**src/hdl/frs_pkg.sv**
```systemverilog
// shared types, constants and the segment decoder for the frame-rate display unit
`default_nettype none

package frs_pkg;

   // dividend of the rate division: hundredths of a frame per second
   localparam int unsigned QUOT_BITS  = 27;
   localparam logic [QUOT_BITS-1:0] RATE_SCALE = 27'd100000000;

   // four decimal digits kept on the display
   localparam int unsigned DIGIT_COUNT = 4;
   localparam int unsigned BCD_BITS    = 4 * DIGIT_COUNT;

   // shown when the elapsed time is zero
   localparam logic [BCD_BITS-1:0] DIGITS_SATURATED = 16'h9999;

   // decimal point segment
   localparam logic [7:0] SEG_POINT = 8'h80;

   // common-cathode patterns, bit0 is segment a
   localparam logic [7:0] SEG_ZERO  = 8'h3F;
   localparam logic [7:0] SEG_ONE   = 8'h06;
   localparam logic [7:0] SEG_TWO   = 8'h5B;
   localparam logic [7:0] SEG_THREE = 8'h4F;
   localparam logic [7:0] SEG_FOUR  = 8'h66;
   localparam logic [7:0] SEG_FIVE  = 8'h6D;
   localparam logic [7:0] SEG_SIX   = 8'h7D;
   localparam logic [7:0] SEG_SEVEN = 8'h07;
   localparam logic [7:0] SEG_EIGHT = 8'h7F;
   localparam logic [7:0] SEG_NINE  = 8'h6F;
   localparam logic [7:0] SEG_BLANK = 8'h00;

   // input item
   typedef struct packed {
      logic [31:0] start_count;
      logic [31:0] end_count;
   } req_type;

   // result item
   typedef struct packed {
      logic [7:0]  tens_segments;
      logic [23:0] low_segments;
      logic        zero_time;
   } rsp_type;

   // one divider / bcd pipeline stage
   typedef struct packed {
      logic                valid;
      logic                zero;
      logic [31:0]         divisor;
      logic [31:0]         rem;
      logic [BCD_BITS-1:0] bcd;
   } stage_type;

   // bcd digit to segment pattern
   function automatic logic [7:0] seg_encode(input logic [3:0] digit);
      logic [7:0] seg;
      unique case (digit)
         4'd0:    seg = SEG_ZERO;
         4'd1:    seg = SEG_ONE;
         4'd2:    seg = SEG_TWO;
         4'd3:    seg = SEG_THREE;
         4'd4:    seg = SEG_FOUR;
         4'd5:    seg = SEG_FIVE;
         4'd6:    seg = SEG_SIX;
         4'd7:    seg = SEG_SEVEN;
         4'd8:    seg = SEG_EIGHT;
         4'd9:    seg = SEG_NINE;
         default: seg = SEG_BLANK;
      endcase
      return seg;
   endfunction

endpackage

`default_nettype wire

```
**src/hdl/frs_div_step.sv**
```systemverilog
// one restoring-division step with one double-dabble step on the quotient bits so far
`default_nettype none

module frs_div_step
   import frs_pkg::*;
(
   input  wire logic      clock,
   input  wire logic      reset,
   input  wire logic      enable,
   input  wire logic      num_bit,
   input  wire stage_type stage_i,
   output stage_type      stage_o
);

   logic [32:0]         partial;
   logic [32:0]         diff;
   logic                qbit;
   logic [BCD_BITS-1:0] adj;
   stage_type           stage_in;
   stage_type           stage_ff;

   // bring down the next dividend bit and try the subtraction
   always_comb begin
      partial = {stage_i.rem, num_bit};
      diff    = partial - {1'b0, stage_i.divisor};
      qbit    = (partial >= {1'b0, stage_i.divisor});
   end

   // add three to every digit of five or more before the shift
   always_comb begin
      for (int j = 0; j < DIGIT_COUNT; j++) begin
         if (stage_i.bcd[4*j +: 4] >= 4'd5) begin
            adj[4*j +: 4] = stage_i.bcd[4*j +: 4] + 4'd3;
         end else begin
            adj[4*j +: 4] = stage_i.bcd[4*j +: 4];
         end
      end
   end

   // next stage contents, top digit carry dropped
   always_comb begin
      stage_in         = stage_i;
      stage_in.rem     = qbit ? diff[31:0] : partial[31:0];
      stage_in.bcd     = {adj[BCD_BITS-2:0], qbit};
   end

   // stage register
   always_ff @(posedge clock) begin
      if (reset) begin
         stage_ff.valid <= 1'b0;
      end else if (enable) begin
         stage_ff <= stage_in;
      end
   end

   assign stage_o = stage_ff;

endmodule

`default_nettype wire

```
**src/hdl/frs_div_pipe.sv**
```systemverilog
// chain of division steps, one quotient bit per stage, most significant first
`default_nettype none

module frs_div_pipe
   import frs_pkg::*;
(
   input  wire logic      clock,
   input  wire logic      reset,
   input  wire logic      enable,
   input  wire stage_type stage_i,
   output stage_type      stage_o
);

   stage_type pipe_w [0:QUOT_BITS];

   assign pipe_w[0] = stage_i;

   // one stage for each dividend bit
   for (genvar i = 0; i < QUOT_BITS; i++) begin : g_step
      frs_div_step u_step (
         .clock   (clock),
         .reset   (reset),
         .enable  (enable),
         .num_bit (RATE_SCALE[QUOT_BITS-1-i]),
         .stage_i (pipe_w[i]),
         .stage_o (pipe_w[i+1])
      );
   end

   assign stage_o = pipe_w[QUOT_BITS];

endmodule

`default_nettype wire

```
**src/hdl/frs_seg_out.sv**
```systemverilog
// segment encoding, output register and skid register
`default_nettype none

module frs_seg_out
   import frs_pkg::*;
(
   input  wire logic      clock,
   input  wire logic      reset,
   input  wire stage_type stage_i,
   output logic           enable,
   output logic           rsp_valid,
   input  wire logic      rsp_stall,
   output rsp_type        rsp_payload
);

   logic [BCD_BITS-1:0] digits;
   rsp_type             enc;
   logic                incoming;
   logic                take;
   rsp_type             out_ff;
   logic                out_valid_ff;
   rsp_type             skid_ff;
   logic                skid_valid_ff;

   // saturate on zero elapsed time, then decode each digit
   always_comb begin
      digits            = stage_i.zero ? DIGITS_SATURATED : stage_i.bcd;
      enc.tens_segments = seg_encode(digits[15:12]);
      enc.low_segments  = {seg_encode(digits[11:8]) | SEG_POINT,
                           seg_encode(digits[7:4]),
                           seg_encode(digits[3:0])};
      enc.zero_time     = stage_i.zero;
   end

   // pipeline moves whenever the skid register is free
   assign enable   = !skid_valid_ff;
   assign incoming = stage_i.valid && enable;
   assign take     = out_valid_ff && !rsp_stall;

   // output and skid registers
   always_ff @(posedge clock) begin
      if (reset) begin
         out_valid_ff  <= 1'b0;
         skid_valid_ff <= 1'b0;
      end else if (skid_valid_ff) begin
         if (take || !out_valid_ff) begin
            out_ff        <= skid_ff;
            out_valid_ff  <= 1'b1;
            skid_valid_ff <= 1'b0;
         end
      end else if (incoming) begin
         if (take || !out_valid_ff) begin
            out_ff       <= enc;
            out_valid_ff <= 1'b1;
         end else begin
            skid_ff       <= enc;
            skid_valid_ff <= 1'b1;
         end
      end else if (take) begin
         out_valid_ff <= 1'b0;
      end
   end

   assign rsp_valid   = out_valid_ff;
   assign rsp_payload = out_ff;

endmodule

`default_nettype wire

```
**src/hdl/frame_rate_seven_segment_unit.sv**
```systemverilog
// top level of the frame-rate seven-segment display unit
//
//  channel | ports                               | direction | item
//  --------+-------------------------------------+-----------+---------------------------------
//  req     | req_valid, req_stall, req_payload   | in        | start and end counter readings
//  rsp     | rsp_valid, rsp_stall, rsp_payload   | out       | four digit patterns, zero flag
//
// one item per cycle is accepted while req_stall is low; each result passes through
// the subtract stage, 27 restoring-division stages (one quotient bit each)
// and the output register.
// reset is synchronous and clears all valid bits; payload registers are not reset.
// a stall on rsp fills the skid register, which then holds the whole pipeline and
// raises req_stall; nothing in flight is lost or repeated.
`default_nettype none

module frame_rate_seven_segment_unit
   import frs_pkg::*;
(
   input  wire logic    clock,
   input  wire logic    reset,
   input  wire logic    req_valid,
   output logic         req_stall,
   input  wire req_type req_payload,
   output logic         rsp_valid,
   input  wire logic    rsp_stall,
   output rsp_type      rsp_payload
);

   logic        enable;
   logic        accept;
   logic [31:0] elapsed;
   stage_type   head_in;
   stage_type   head_ff;
   stage_type   tail_w;

   assign req_stall = !enable;
   assign accept    = req_valid && !req_stall;

   // elapsed time modulo 2^32
   always_comb begin
      elapsed         = req_payload.end_count - req_payload.start_count;
      head_in.valid   = accept;
      head_in.zero    = (elapsed == 32'd0);
      head_in.divisor = elapsed;
      head_in.rem     = 32'd0;
      head_in.bcd     = '0;
   end

   // subtract stage
   always_ff @(posedge clock) begin
      if (reset) begin
         head_ff.valid <= 1'b0;
      end else if (enable) begin
         head_ff <= head_in;
      end
   end

   frs_div_pipe u_div_pipe (
      .clock   (clock),
      .reset   (reset),
      .enable  (enable),
      .stage_i (head_ff),
      .stage_o (tail_w)
   );

   frs_seg_out u_seg_out (
      .clock       (clock),
      .reset       (reset),
      .stage_i     (tail_w),
      .enable      (enable),
      .rsp_valid   (rsp_valid),
      .rsp_stall   (rsp_stall),
      .rsp_payload (rsp_payload)
   );

   // input is held back only while a result is waiting at the output
   assert property (@(posedge clock) disable iff (reset)
      req_stall |-> rsp_valid)
      else $error("input stalled with an empty output register");

   // skid register fills only behind a stalled result
   assert property (@(posedge clock) disable iff (reset)
      $rose(req_stall) |-> $past(rsp_valid && rsp_stall))
      else $error("skid register filled without output stall");

   // zero elapsed time shows 99.99
   assert property (@(posedge clock) disable iff (reset)
      (rsp_valid && rsp_payload.zero_time) |->
         (rsp_payload.tens_segments == SEG_NINE &&
          rsp_payload.low_segments == {SEG_NINE | SEG_POINT, SEG_NINE, SEG_NINE}))
      else $error("zero elapsed time not saturated to 99.99");

endmodule

`default_nettype wire

```
**config.mk**
```make
export PLATFORM = sky130hd
export DESIGN_NAME = frame_rate_seven_segment_unit
export DESIGN_NICKNAME = d
export VERILOG_FILES = /design/src/hdl/frs_pkg.sv /design/src/hdl/frs_div_step.sv /design/src/hdl/frs_div_pipe.sv /design/src/hdl/frs_seg_out.sv /design/src/hdl/frame_rate_seven_segment_unit.sv
export SDC_FILE = /design/constraint.sdc
export NUM_CORES = 2
export LEC_CHECK = 0
export BUFFER_PORTS_ARGS = -buffer_cell sky130_fd_sc_hd__clkbuf_2
export CORE_UTILIZATION = 46
export CTS_BUF_LIST = sky130_fd_sc_hd__clkbuf_8
export CTS_CLUSTER_DIAMETER = 80
export DETAILED_ROUTE_END_ITERATION = 8
export GPL_TIMING_DRIVEN = 1
export PLACE_DENSITY = 0.62
export REMOVE_ABC_BUFFERS = 1
export SLEW_MARGIN = 20
export SYNTH_ARGS = -nofsm -noshare
export SYNTH_HDL_FRONTEND = slang
export SYNTH_SLANG_ARGS = --single-unit
export TNS_END_PERCENT = 100
```
**constraint.sdc**
```tcl
create_clock -name clock -period 90.9 [get_ports clock]
set_clock_uncertainty 0.15 [all_clocks]
set_input_delay 0 -clock clock [delete_from_list [all_inputs] [get_ports clock]]
set_output_delay 0 -clock clock [all_outputs]
set_load 0.1 [all_outputs]
```
==> results.toml <==
[yosys]
yosysSeqAreaShare_pct = 51.1
synth_edf_count = 2118
synthCells = 11500
syn_area_per_cell_sq_um = 11.0
synth_top_area_cell = "edfxtp_1"
synth_top_area_share_pct = 50.6
ys_ff_latch = 2148
ys_async_sr_fraction_pct = 0
yosys-top-cells-count = "edfxtp_1, inv_1, ha_1"
synth.cell_area_sq_um = 126000
synth_area_leaders = "edfxtp_1, ha_1, inv_1"
synthMostInstantiatedCell = "edfxtp_1"
synth_ff_type = "edfxtp_1"
synth_cell_type_count = 92
ys_warn_count = 0

[die]
ios = 103
rows = 191
initial_core_util_pct = 46.4
die_h_um = 525
fp.dieArea_sq_um = 275000
core_sq_um = 271000
die_x_um = 525

[drt]
drt_iter0_markers = 5901
via_per_inst = 5.45
routed_wl_um = 292000
drtAntennaViolNets = 0
dr.pass1.iters = 6
wl_per_cell_um = 18.5
drc = 0
via_count = 86000

[final_layout]
utilization_pct = 51.2
fill_cells = 23800
regArea_sq_um = 64200
multi_input_area_sq_um = 56100
area_growth_pct = 10.5
layout-drive-gt1-share_pct = 8.98
nets = 13100
stdcell_count = 15800

[worst_hold_path]
hold_class = "input pin to flop"
hp-start = "req_payload[62]"
hold_depth = 6
min_to = "head_ff[79]$_DFFE_PP_"

[place]
place_inst = 15000
dpl.hpwl_um = 219000
gp_congestion = 0.892
io_buffers = 98

[timing]
slew_headroom_pct = 27.3
hold_viol_final = 0
min_period_ps = 7510
worst_pin_slew_ps = 1090
max_freq_mhz = 133
maxSlewViolCount = 0
rsz0062_at_grt = "no"
setup_viol = 0
period_share_pct = 8.26
finalSetupTns_ps = 0

[worst_setup_path]
cp_num_buf_inv = 10
crit_path_end_kind = "flop"
crit_family = "buffers and inverters"
crit_path_max_incr_delay_ps = 630
crit_slowest_cell = "dlygate4sd3_1"
r2r_end = "u_div_pipe.g_step[1].u_step.stage_o[51]$_DFFE_PP_"
arrival_ps = 8220
critical_path_class = "input pin to flop"
crit_path_start_kind = "input pin"
worst_path_most_repeated_cell = "dlygate4sd3_1"
path_cells = "dlygate4sd3_1 -> clkbuf_2 -> dlygate4sd3_1 -> ha_1 -> dlygate4sd3_1 -> o21a_1 -> o31a_1 -> o41ai_1 -> o21ai_0 -> a31oi_1 -> dlygate4sd3_1 -> xnor2_1 -> dlygate4sd3_1 -> nor4_1 -> dlygate4sd3_1 -> nand4b_1 -> dlygate4sd3_1 -> or4_1 -> dlygate4sd3_1 -> nor3_2 -> dlygate4sd3_1"
cp-startpoint = "req_payload[2]"
ff2ff_setup_slack_ps = 84770
worstRegToRegCells = 8
path_max_fanout = 5
worstPathRequired_ps = 91600
r2r_start = "u_seg_out.skid_valid_ff$_SDFF_PP0_"

[run]
maxCapViolCount = 0

[clocking]
root_buffer = "clkbuf_8"
post_cts_resized = 0
clock-sinks = 2148
h-tree-depth = 5
cts-buffers-inserted = 372
cts_hold_buf = 152
cts_setup_buffers = 0
clk_pin_slew_ps = 60
clkLatencyLatePin_ps = 1010
cts_tree = "built"
clockBufferDepth = 4

[pwr]
irDropWorstVdd_v = 0.0000156
p_leak_nw = 58.3
p_per_area_nw_per_um2 = 34.9
p_total_mw = 4.84

[grt]
grt_overflow_total = 0
track_usage_pct = 20.6
grt_pass1_vias = 83900
grt_start_max_net_pins = 173
grt_pass1_wl_um = 455000
antenna_found_initial = 6

[outcome]
status = "complete, no violations"
## layout by cell type (no fill, tap or decap), drive strengths merged, types with 126 or more instances in the layout
cell type and instances:
edfxtp 2118, inv 1379, ha 1033, nand2 968
a21oi 856, o21ai 829, nor2 595, xnor2 497
clkbuf 476, a21o 428, mux2 380, nand2b 282
xor2 267, dlygate4sd3 152, nor2b 138, nand3 138
clkinv 137, mux2i 134, o21a 126
## layout make-up
type | instances | share of cell area [%]
diodes | 5 | 0.00901
clock buffers | 378 | 3.74
clock inverters | 276 | 1.18
inverters | 1260 | 3.40
multi-input cells | 7842 | 40.4
flip-flops and latches | 2148 | 46.2
well taps | 3570 | 3.22
repair buffers | 307 | 1.83
## cells by family after synthesis
group	count (synthesis)	synth area share [%]
compound gates	2855	14.0
other cells	2	0.00597
mux	514	4.47
simple gates	2646	10.0
fa+ha+maj	1059	10.7
xor+xnor	764	5.32
flops	2148	51.1
buf+inv	1485	4.46
## worst max-delay path by stage
stage                                                                    to  slack [ps]  depth (start not counted)
final                                                 head_ff[80]$_DFFE_PP_       83390                         21
after detailed placement  u_div_pipe.g_step[2].u_step.stage_o[33]$_DFFE_PP_       84660                          8
after global routing                                  head_ff[80]$_DFFE_PP_       83110                         21
after global placement    u_div_pipe.g_step[1].u_step.stage_o[18]$_DFFE_PP_       84860                          8
after floorplan                                       head_ff[48]$_DFFE_PP_       -2440                          1
after CTS                                             head_ff[80]$_DFFE_PP_       83660                         21
## report_power, final
group	internal, mW	total, mW	switching, mW
Combinational	1.00	2.26	1.26
Clock	0.431	0.834	0.403
Sequential	1.53	1.75	0.219
## state kept, by name (all words and copies together) (netlist names)
register                          cells
u_seg_out.rsp_valid                   1
u_seg_out.skid_valid_ff               1
head_ff                              34
u_div_pipe.g_step.u_step.stage_o   2054
u_seg_out.rsp_payload                29
u_seg_out.skid_ff                    29
## metrics by stage
stage | area (sq um) | setup WS, ps | hold WS, ps
floorplan | 125000 | -2440 | -80.9
global placement | 130000 | 84860 | 89.8
detailed placement | 130000 | 84660 | 126
CTS | 139000 | 83660 | 9.92
global route | 139000 | 83110 | 89.8
finish | 139000 | 83390 | 127
## routing by layer
layer | part of all wire, % | global-route usage, % | up-vias
met4 | 3.1 | 6.67 | 2
li1 | - | - | 42400
met3 | 3.9 | 2.64 | 508
met5 | 0.0045 | 0 | -
met2 | 49 | 36.3 | 1799
met1 | 44 | 25.9 | 41300
## tightest hold or removal path, stage by stage
cell           delay (ps)
clkbuf_2               80
inv_1                  40
ha_1                  210
a21oi_1               110
xnor2_1               120
dlygate4sd3_1         590
(Power assumes the default switching activity.)
